File: config.mk
export PLATFORM = sky130hd
export DESIGN_NAME = vertex_attribute_to_float4
export DESIGN_NICKNAME = d
export VERILOG_FILES = /design/src/rtl/core/va2f4_pkg.sv /design/src/rtl/core/va2f4_check.sv /design/src/rtl/core/va2f4_lanes.sv /design/src/rtl/core/va2f4_pack.sv /design/src/rtl/core/vertex_attribute_to_float4.sv
export SDC_FILE = /design/constraint.sdc
export NUM_CORES = 2
export LEC_CHECK = 0
export ABC_CLOCK_PERIOD_IN_PS = 29600
export BUFFER_PORTS_ARGS = -buffer_cell sky130_fd_sc_hd__buf_2
export CAP_MARGIN = 40
export CORE_MARGIN = 2
export CORE_UTILIZATION = 65
export DETAILED_ROUTE_END_ITERATION = 6
export PLACE_DENSITY = 0.83
export SLEW_MARGIN = 15
export SYNTH_ARGS = -nofsm -noshare
export SYNTH_HDL_FRONTEND = slang
export SYNTH_SLANG_ARGS = --single-unit
File: constraint.sdc
create_clock -name i_clk -period 29.6 [get_ports i_clk]
set_clock_uncertainty 0.1 [all_clocks]
set_input_delay 2.96 -clock i_clk [delete_from_list [all_inputs] [get_ports i_clk]]
set_output_delay 2.96 -clock i_clk [all_outputs]
set_load 0.03 [all_outputs]
File: src/rtl/core/va2f4_pkg.sv
`timescale 1ns / 1ps
`default_nettype none
// ----------------------------------------------------------------------------
// va2f4_pkg
// Format codes, pipeline types and conversion helpers for the attribute
// converter.
// ----------------------------------------------------------------------------
package va2f4_pkg;

    typedef enum logic [3:0] {
        FMT_UNKNOWN    = 4'd0,
        FMT_RGB32F     = 4'd1,
        FMT_RGBA32F    = 4'd2,
        FMT_RG32F      = 4'd3,
        FMT_RGBA32U    = 4'd4,
        FMT_RG16F      = 4'd5,
        FMT_RGBA16F    = 4'd6,
        FMT_RGBA8UNORM = 4'd7,
        FMT_RGBA8U     = 4'd8,
        FMT_R32U       = 4'd9,
        FMT_R16U       = 4'd10
    } t_fmt;

    localparam logic [31:0] ONE_F32 = 32'h3f80_0000;

    // Stage 1 -> stage 2 item: checked and classified, raw lanes kept.
    typedef struct packed {
        logic        ok;
        logic [3:0]  fmt;
        logic [127:0] data;
    } t_s1;

    // Stage 2 -> stage 3 item: per-lane partial results.
    typedef struct packed {
        logic        ok;
        logic [3:0]  fmt;
        logic [127:0] data;
        logic [3:0][4:0]  lz;     // leading zero count of each u32 lane
        logic [3:0][31:0] half_f; // widened halves
        logic [3:0][31:0] unorm_f;
    } t_s2;

    typedef struct packed {
        logic        ok;
        logic [3:0][31:0] c;
    } t_res;

    function automatic logic [31:0] half_to_single(input logic [15:0] h);
        logic [4:0]  ex;
        logic [9:0]  man;
        logic [3:0]  lz;
        logic [10:0] sh;
        logic [7:0]  e;
        ex  = h[14:10];
        man = h[9:0];
        lz  = 4'd0;
        for (int i = 9; i >= 0; i--) begin
            if (man[i] && lz == 4'd0 && (man >> i) == 10'd1) begin
                lz = 4'(10 - i);
            end
        end
        sh = {1'b0, man} << lz;
        e  = 8'd113 - 8'(lz);
        if (ex == 5'd0) begin
            if (man == 10'd0) begin
                return {h[15], 31'd0};
            end
            return {h[15], e, sh[9:0], 13'd0};
        end
        if (ex == 5'h1f) begin
            return {h[15], 8'hff, man, 13'd0};
        end
        return {h[15], 8'(ex) + 8'd112, man, 13'd0};
    endfunction

    // Nearest single to b/255, from shifts and adds only.
    function automatic logic [31:0] unorm8_to_single(input logic [7:0] b);
        logic [8:0]  n;
        logic [3:0]  k;
        logic [31:0] q;
        if (b == 8'd0) begin
            return 32'd0;
        end
        n = {1'b0, b};
        k = 4'd0;
        for (int i = 0; i < 8; i++) begin
            if (n < 9'd255) begin
                n = n << 1;
                k = k + 4'd1;
            end
        end
        // n*2^23/255 = n*(2^15 + 2^7) + 128*n/255, and the last term rounds
        // to n/2 + 1 for every n in 255..510
        q = ({23'd0, n} << 15) + ({23'd0, n} << 7) + {24'd0, n[8:1]} + 32'd1;
        return ({24'd0, 8'd126 - 8'(k)} << 23) + q;
    endfunction

endpackage
`default_nettype wire

File: src/rtl/core/va2f4_check.sv
`timescale 1ns / 1ps
`default_nettype none
// ----------------------------------------------------------------------------
// va2f4_check
// Bounds check against the vertex stride and format classification.
// ----------------------------------------------------------------------------
module va2f4_check
    import va2f4_pkg::*;
(
    input  wire logic        [3:0]   i_fmt,
    input  wire logic signed [8:0]   i_off,
    input  wire logic        [4:0]   i_size,
    input  wire logic        [127:0] i_data,
    input  wire logic        [7:0]   i_stride,
    output t_s1                      o_s1
);
    logic [9:0] w_end;
    logic       w_fmt_ok;

    assign w_end = {2'b0, i_off[7:0]} + {5'b0, i_size};

    always_comb begin
        unique case (i_fmt)
            FMT_RGB32F, FMT_RGBA32F, FMT_RG32F, FMT_RGBA32U,
            FMT_RG16F, FMT_RGBA16F, FMT_RGBA8UNORM: w_fmt_ok = 1'b1;
            default:                                w_fmt_ok = 1'b0;
        endcase
    end

    assign o_s1.ok   = !i_off[8] && (i_size != 5'd0) && (w_end <= {2'b0, i_stride})
                       && w_fmt_ok;
    assign o_s1.fmt  = i_fmt;
    assign o_s1.data = i_data;
endmodule
`default_nettype wire

File: src/rtl/core/va2f4_lanes.sv
`timescale 1ns / 1ps
`default_nettype none
// ----------------------------------------------------------------------------
// va2f4_lanes
// Per-lane front work: u32 leading zero counts, half widening, unorm scaling.
// ----------------------------------------------------------------------------
module va2f4_lanes
    import va2f4_pkg::*;
(
    input  wire t_s1 i_s1,
    output t_s2 o_s2
);
    always_comb begin
        o_s2.ok   = i_s1.ok;
        o_s2.fmt  = i_s1.fmt;
        o_s2.data = i_s1.data;
        for (int l = 0; l < 4; l++) begin
            o_s2.lz[l] = 5'd0;
            for (int b = 0; b < 32; b++) begin
                if (i_s1.data[32*l + b]) begin
                    o_s2.lz[l] = 5'(31 - b);
                end
            end
            o_s2.half_f[l]  = half_to_single(i_s1.data[16*l +: 16]);
            o_s2.unorm_f[l] = unorm8_to_single(i_s1.data[8*l +: 8]);
        end
    end
endmodule
`default_nettype wire

File: src/rtl/core/va2f4_pack.sv
`timescale 1ns / 1ps
`default_nettype none
// ----------------------------------------------------------------------------
// va2f4_pack
// u32 normalize and round to nearest even, then per-format selection.
// ----------------------------------------------------------------------------
module va2f4_pack
    import va2f4_pkg::*;
(
    input  wire t_s2  i_s2,
    output t_res o_res
);
    logic [3:0][31:0] w_u;
    logic [31:0] w_word;
    logic [31:0] w_norm;
    logic [4:0]  w_m;
    logic        w_up;

    always_comb begin
        for (int l = 0; l < 4; l++) begin
            w_word = i_s2.data[32*l +: 32];
            w_norm = w_word << i_s2.lz[l];
            w_m    = 5'd31 - i_s2.lz[l];
            // guard is bit 7, sticky below it, lsb bit 8
            w_up   = w_norm[7] && ((w_norm[6:0] != 7'd0) || w_norm[8]);
            if (w_word == 32'd0) begin
                w_u[l] = 32'd0;
            end else begin
                // mantissa carry into the exponent falls out of the add
                w_u[l] = ({24'd0, 8'd126 + 8'(w_m)} << 23)
                         + {8'd0, w_norm[31:8]} + {31'd0, w_up};
            end
        end
        o_res.ok = i_s2.ok;
        o_res.c  = '0;
        if (i_s2.ok) begin
            unique case (i_s2.fmt)
                FMT_RGB32F: o_res.c = {ONE_F32, i_s2.data[95:0]};
                FMT_RGBA32F: o_res.c = i_s2.data;
                FMT_RG32F: o_res.c = {64'd0, i_s2.data[63:0]};
                FMT_RGBA32U: o_res.c = w_u;
                FMT_RG16F: o_res.c = {64'd0, i_s2.half_f[1], i_s2.half_f[0]};
                FMT_RGBA16F: o_res.c = i_s2.half_f;
                FMT_RGBA8UNORM: o_res.c = i_s2.unorm_f;
                default: o_res.c = '0;
            endcase
        end
    end
endmodule
`default_nettype wire

File: src/rtl/core/vertex_attribute_to_float4.sv
`timescale 1ns / 1ps
`default_nettype none
// ----------------------------------------------------------------------------
// vertex_attribute_to_float4
// Converts one fetched vertex attribute into four IEEE singles.
// ----------------------------------------------------------------------------
// One item per cycle while the output is not stalled. From input accept to output
// valid an item passes a check stage, a lane stage (half widening, unorm scaling,
// leading zero count) and a rounding/select stage, each ending in a register.
// The pipeline advances whenever the output register is empty or being taken.
module vertex_attribute_to_float4
    import va2f4_pkg::*;
(
    input  wire logic        i_clk,
    input  wire logic        i_rst_n,
    input  wire logic        i_cfg_valid,
    output      logic        o_cfg_ready,
    input  wire logic [7:0]  i_cfg_data,
    input  wire logic        i_valid,
    output      logic        o_ready,
    input  wire logic [3:0]  i_format_code,
    input  wire logic [8:0]  i_attr_offset,
    input  wire logic [4:0]  i_attr_size,
    input  wire logic [63:0] i_data_lo,
    input  wire logic [63:0] i_data_hi,
    output      logic        o_valid,
    input  wire logic        i_ready,
    output      logic        o_ok,
    output      logic [31:0] o_x_bits,
    output      logic [31:0] o_y_bits,
    output      logic [31:0] o_z_bits,
    output      logic [31:0] o_w_bits
);
    logic [7:0] r_stride;
    logic       r_v1, r_v2, r_v3;
    t_s1        r_s1, n_s1;
    t_s2        r_s2, n_s2;
    t_res       r_res, n_res;
    logic       w_adv;

    assign w_adv       = !r_v3 || i_ready;
    assign o_ready     = w_adv;
    assign o_cfg_ready = 1'b1;

    va2f4_check u_check (
        .i_fmt    (i_format_code),
        .i_off    (i_attr_offset),
        .i_size   (i_attr_size),
        .i_data   ({i_data_hi, i_data_lo}),
        .i_stride (r_stride),
        .o_s1     (n_s1)
    );
    va2f4_lanes u_lanes (.i_s1(r_s1), .o_s2(n_s2));
    va2f4_pack  u_pack  (.i_s2(r_s2), .o_res(n_res));

    always_ff @(posedge i_clk) begin
        if (!i_rst_n) begin
            r_stride <= 8'd0;
            r_v1     <= 1'b0;
            r_v2     <= 1'b0;
            r_v3     <= 1'b0;
        end else begin
            if (i_cfg_valid) begin
                r_stride <= i_cfg_data;
            end
            if (w_adv) begin
                r_v1 <= i_valid;
                r_v2 <= r_v1;
                r_v3 <= r_v2;
            end
        end
    end

    // payload advances with the stall, no reset
    always_ff @(posedge i_clk) begin
        if (w_adv) begin
            r_s1  <= n_s1;
            r_s2  <= n_s2;
            r_res <= n_res;
        end
    end

    assign o_valid  = r_v3;
    assign o_ok     = r_res.ok;
    assign o_x_bits = r_res.c[0];
    assign o_y_bits = r_res.c[1];
    assign o_z_bits = r_res.c[2];
    assign o_w_bits = r_res.c[3];
endmodule
`default_nettype wire
# Word-level counts from Yosys, hierarchy flattened
# Index checks and enable logic that the tools add are counted.
# totals
out_inout_bits	132
elab_cells	725
regBits	682
inputBits	159
# classes
n_mux	354
n_addsub	73
n_shift	8
eq_ne	54
n_reduce_logical	160
magnitude_cmp	33
# op_table
operator	count
$mux 32	36
$pmux 128 s7	1
$mux 9	64
$mux 4	110
$mux 5	64
$lt 9x8->1 const B	28
$logic_not 4->1	36
$add 31x24->32	4
$add 31x32->32	4
$add 32x1->32	4
$add 32x1->32 const B	4
$add 32x8->32	4
$logic_not 32->1	4
$shl 32x5->32	4
$add 4x1->4 const B	28
$add 24x16->25	4
$mux 3	28
$logic_and 1x1->1	79
$reduce_or 16->1	4
$sub 7x4->8 const A	8
$eq 10x1->1 const B	4
$logic_not 10->1	4
$shl 10x4->10	4
$mux 1	37
28 further kinds	115

# Depth between registers and ports, before layout
# depth
word_depth	43
ltp_mapped	32
depth_no_buf	31

# Modules after synthesis
# Synthesis repeated with hierarchy kept, for this count alone.
# unflattened
hier_cells	4428
hier_area_um2	47242.8
# modules_own_cells
module	area_per_inst_um2	cells_each	instances	seq_area_each_um2
vertex_attribute_to_float4	20583.5	710	1	20369.5
va2f4_pack	14246.2	1787	1	0.0
va2f4_lanes	10890.4	1725	1	0.0
va2f4_check	1522.7	206	1	0.0

# Worst setup path before layout
# Ideal clock, no wire load.
# synth_timing
kind	input to output
from	in i_ready
to	out o_ready
n_path_buf	0
slack_ns	8.840
path_stages	1
t_arrival_ns	17.700
cell_sequence	nand2b_1
# synth_via
elab_chain_cells	1
# synth_lines
item	line	text
start, declared	vertex_attribute_to_float4.sv:27	input wire logic i_ready,
$logic_or 1x1->1	vertex_attribute_to_float4.sv:41	assign w_adv = !r_v3 || i_ready;
end, declared	vertex_attribute_to_float4.sv:20	output logic o_ready,
# No other way between the ends.

# Final worst setup path
# layout_timing
from	reg r_s1[7] (netlist name)
to	reg r_s2[26] (netlist name), data pin
# layout_via
elab_chain_cells	29
elab_cells_between_ends	55
cone_classes	add/sub (12); order compare (8); mux (34); reduce/logical (1)
# layout_lines
item	line	text
start, declared	vertex_attribute_to_float4.sv:36	t_s1 r_s1, n_s1;
start signal, assigned	vertex_attribute_to_float4.sv:77	r_s1 <= n_s1;
$lt 8x8->1	va2f4_pkg.sv:87	if (n < 9'd255) begin
$mux 9	va2f4_pkg.sv:87	
$mux 9	va2f4_pkg.sv:84	n = {1'b0, b};
$lt 9x8->1	va2f4_pkg.sv:87	
$mux 9	va2f4_pkg.sv:87	
$mux 9	va2f4_pkg.sv:84	
$lt 9x8->1	va2f4_pkg.sv:87	
$mux 9	va2f4_pkg.sv:87	
[13 not listed]	n/a	
$lt 9x8->1	va2f4_pkg.sv:87	
$mux 9	va2f4_pkg.sv:87	
$mux 9	va2f4_pkg.sv:84	
$add 24x16->25	va2f4_pkg.sv:94	q = ({23'd0, n} << 15) + ({23'd0, n} << 7) + {24'd0, n[8:1]} + 32'd1;
$add 32x8->32	va2f4_pkg.sv:94	
$add 32x1->32	va2f4_pkg.sv:94	
$add 31x32->32	va2f4_pkg.sv:95	return ({24'd0, 8'd126 - 8'(k)} << 23) + q;
$mux 32 *	va2f4_pkg.sv:84	
end signal, assigned	vertex_attribute_to_float4.sv:78	r_s2 <= n_s2;
end, declared	vertex_attribute_to_float4.sv:37	t_s2 r_s2, n_s2;
# Every way passes the cells marked *; elsewhere a longest branch is shown, timed or not. The select of a mux whose other input is x is not followed.
# A chain may end at the register's enable or synchronous reset.

==> metrics.txt <==
via count=35,100; Worst Path Required=about 30 ns; initial core utilization=around two thirds; Final Max Tran Viols=0; DR iter-0 viols=between 6,000 and 7,000; Die Wd=257 um; clk buf depth=3; Sw Share=between 30 and 40%; nets=between 4,000 and 5,000; Critical Path Max Stage Delay=0.83 ns; dpl hpwl=about 95,000 um; Hold Path Class=reg2reg; largest net degree at the start of global routing=slightly below 80; post-CTS setup buffers=0; min Tclk post-route=between 8 and 9 ns; Post-Syn Area=just over 40,000 sq um; P_int=0.00174 W; top_reg_cell synth=edfxtp_1; initial antenna violation count=4; fmax=roughly 0.12 GHz; final setup vio count=0; Netlist cell types=114; synthesized flop and latch total=just over 600; status=finished with violations; first-pass GRT wire length=a little under 200,000 um; Final ANT Viol Nets=0; Cells after Synth=3,849; Rel. slew slack=28.8%; H-tree levels=3; power share of the combinational group=roughly 23%; core area=about 63,000 sq um; CP Max Fanout=24; area grow syn2layout=9.77%; Setup crit end kind=flip-flop; number of flops mapped to enable cells by yosys=around 610; gr usage total=about two fifths; commonest non-fill, non-tap cell in the layout=edfxtp_1; Die ar.=about 66,000 sq um; Power Density=55.3 nW/um^2; Clock Power Share=32.3%; CTS tree=done; number of gates resized after CTS=0; cell family with most CP delay=adder cells; Mean Syn Cell Area=10.8 sq um; hold buffers post-CTS=0; DRT Wirelength=roughly 130,000 um; WP data arrival=roughly 8.3 ns; Flop pwr share=roughly 45%; most frequent cells in the layout=607 x edfxtp_1, 348 x nor2_1, 294 x nand2_1; layout cells sized above 1=between 10% and 20%; Leak=approximately 17 nW; hold_ws=between 0.3 and 0.4 ns; setup TNS=0 ns; Least-Margin Pin Slew=around 1.1 ns; clk root buf=clkbuf_16; violated checks=design-rule violations; Synthesis Warnings=0; Die H=between 200 and 300 um; crit-path most repeated cell=ha_1; row cnt=between 90 and 100; part of the cycle the worst path needs=27.3%; Vias/cell=7.16; Post-synth ARST share=0%; clock latency on the worst-skew pair=between 0.6 and 0.7 ns; I/O pin cnt=291; Seq/Total Area, Yosys=between 40% and 50%; peak supply drop=0.0000515 V; I/O Buffers=289; NetSw=around 0.00078 W; gp weighted congestion=about 1.0; slowest CP cell=edfxtp_1; number of global-route vias before repair=roughly 32,000; Max-Cap Viols=0; clk sink count=a little over 600; critical setup path kind=reg2reg; grt total ovfl=0; RSZ-0062 raised after global routing=false; Reg clk slew, reported paths=around 0.06 ns; buffer and inverter count on the worst path=4; first-pass iteration count of the detailed router=7; Wirelength per Cell=roughly 27 um; crit start category=flip-flop; DRC Markers=91; TritonCTS buffer count=between 60 and 70; Final Hold Vio Count=0
[power groups by stage]
stage	logic (W)	registers (W)	clock network, W
after global placement	0.000538	0.00115	0
after global routing	0.000606	0.00114	0.000852
after CTS	0.000548	0.00113	0.000820
after detailed placement	0.000544	0.00115	0
final	0.000566	0.00114	0.000815
after floorplan	0.000411	0.00112	0
[logic make-up after synthesis]
group,share of synthesized area [%]
other cells,0.0181
buf+inv,4.35
flops,44.5
compound gates,15.2
simple gates,15.2
fa+ha+maj,2.49
xor+xnor,4.63
mux,13.6
[cell usage after synthesis, types with 16 or more instances]
library cell / instances / area [sq um]
buf_2: 38 / 190
a21o_1: 24 / 180
xnor2_1: 130 / 1140
o22ai_1: 44 / 275
and2_1: 45 / 282
clkbuf_1: 186 / 698
a22oi_1: 29 / 218
buf_1: 18 / 67.6
o31ai_1: 34 / 255
a222oi_1: 114 / 1140
or3_1: 19 / 119
xor2_1: 68 / 596
mux4_2: 135 / 3040
nor3b_1: 23 / 173
inv_1: 134 / 503
nand2_1: 294 / 1100
a22o_1: 20 / 175
nor2_1: 349 / 1310
a31oi_1: 33 / 206
edfxtp_1: 607 / 18200
o211ai_1: 24 / 180
mux2_2: 63 / 709
nor4_1: 71 / 444
mux2i_1: 159 / 1590
nand4_1: 36 / 225
o21a_1: 25 / 188
buf_4: 20 / 150
nor2b_1: 59 / 369
or2_2: 16 / 100
a211oi_1: 38 / 285
ha_1: 81 / 1010
nor3_1: 93 / 465
o21ai_0: 129 / 646
a21oi_1: 210 / 1050
nand3_1: 85 / 425
and3_1: 36 / 225
nand2b_1: 56 / 350
[path summary, 6_finish.rpt]
check,cells after the start,to,start,slack (ns)
worst min register to register,0,r_s2[408],r_s1[132],0.32
worst min-delay path,0,r_s2[408],r_s1[132],0.32
worst max register to register,30,r_s2[26],r_s1[7],21.52
worst max-delay path,30,r_s2[26],r_s1[7],21.52
[metal layers]
layer  share of wire, %  vias to the layer above  global-route usage, %
li1                   -                    15300                      -
met1                 38                    16700                   57.5
met3                 15                      384                   10.7
met4                4.3                        2                   14.0
met5             0.0099                        -                      0
met2                 42                     2779                   55.3
[flip-flops by register name, indices dropped and copies added, names as in the netlist]
signal,flops
o_valid,1
o_w_bits,32
r_s1,133
r_v1,1
o_y_bits,32
o_x_bits,32
r_stride,8
r_s2,345
r_v2,1
o_z_bits,32
o_ok,1
[metrics by stage]
step           utilization (%)  setup WS (ns)  area [sq um]  power (W)  std cells
2_1_floorplan                -           8.84         41500    0.00153       3856
3_3_place_gp              68.5          21.96         43200    0.00168       4768
3_5_place_dp              68.9          21.73         43400    0.00169       4782
4_1_cts                   72.2          21.71         45500    0.00250       4897
5_1_grt                   72.2          21.10         45500    0.00260       4898
6_report                  72.2          21.52         45500    0.00252       4899
[worst reg2reg max path, delay by kind of cell, from the launching register on]
kind                       cells  cell delay (ns)
muxes                          3             0.82
AOI/OAI and AO/OA              5             0.85
and+or+nand+nor                9             2.23
DFF                            1             0.83
buffers and inverters          4             0.54
xor gates and xnor gates       1             0.13
adders and majority gates      8             2.31
[layout make-up]
| type | instances | area [sq um] |
|---|---|---|
| antenna | 1 | 2.50 |
| clock buffer | 80 | 1740 |
| clock inverter | 35 | 347 |
| fill | 4552 | 17500 |
| inverter | 144 | 541 |
| multi-input combinational | 2819 | 21300 |
| sequential | 618 | 18400 |
| tap | 846 | 1060 |
| timing repair buffer | 356 | 2080 |
No activity file was read; power rests on OpenSTA's default activity.
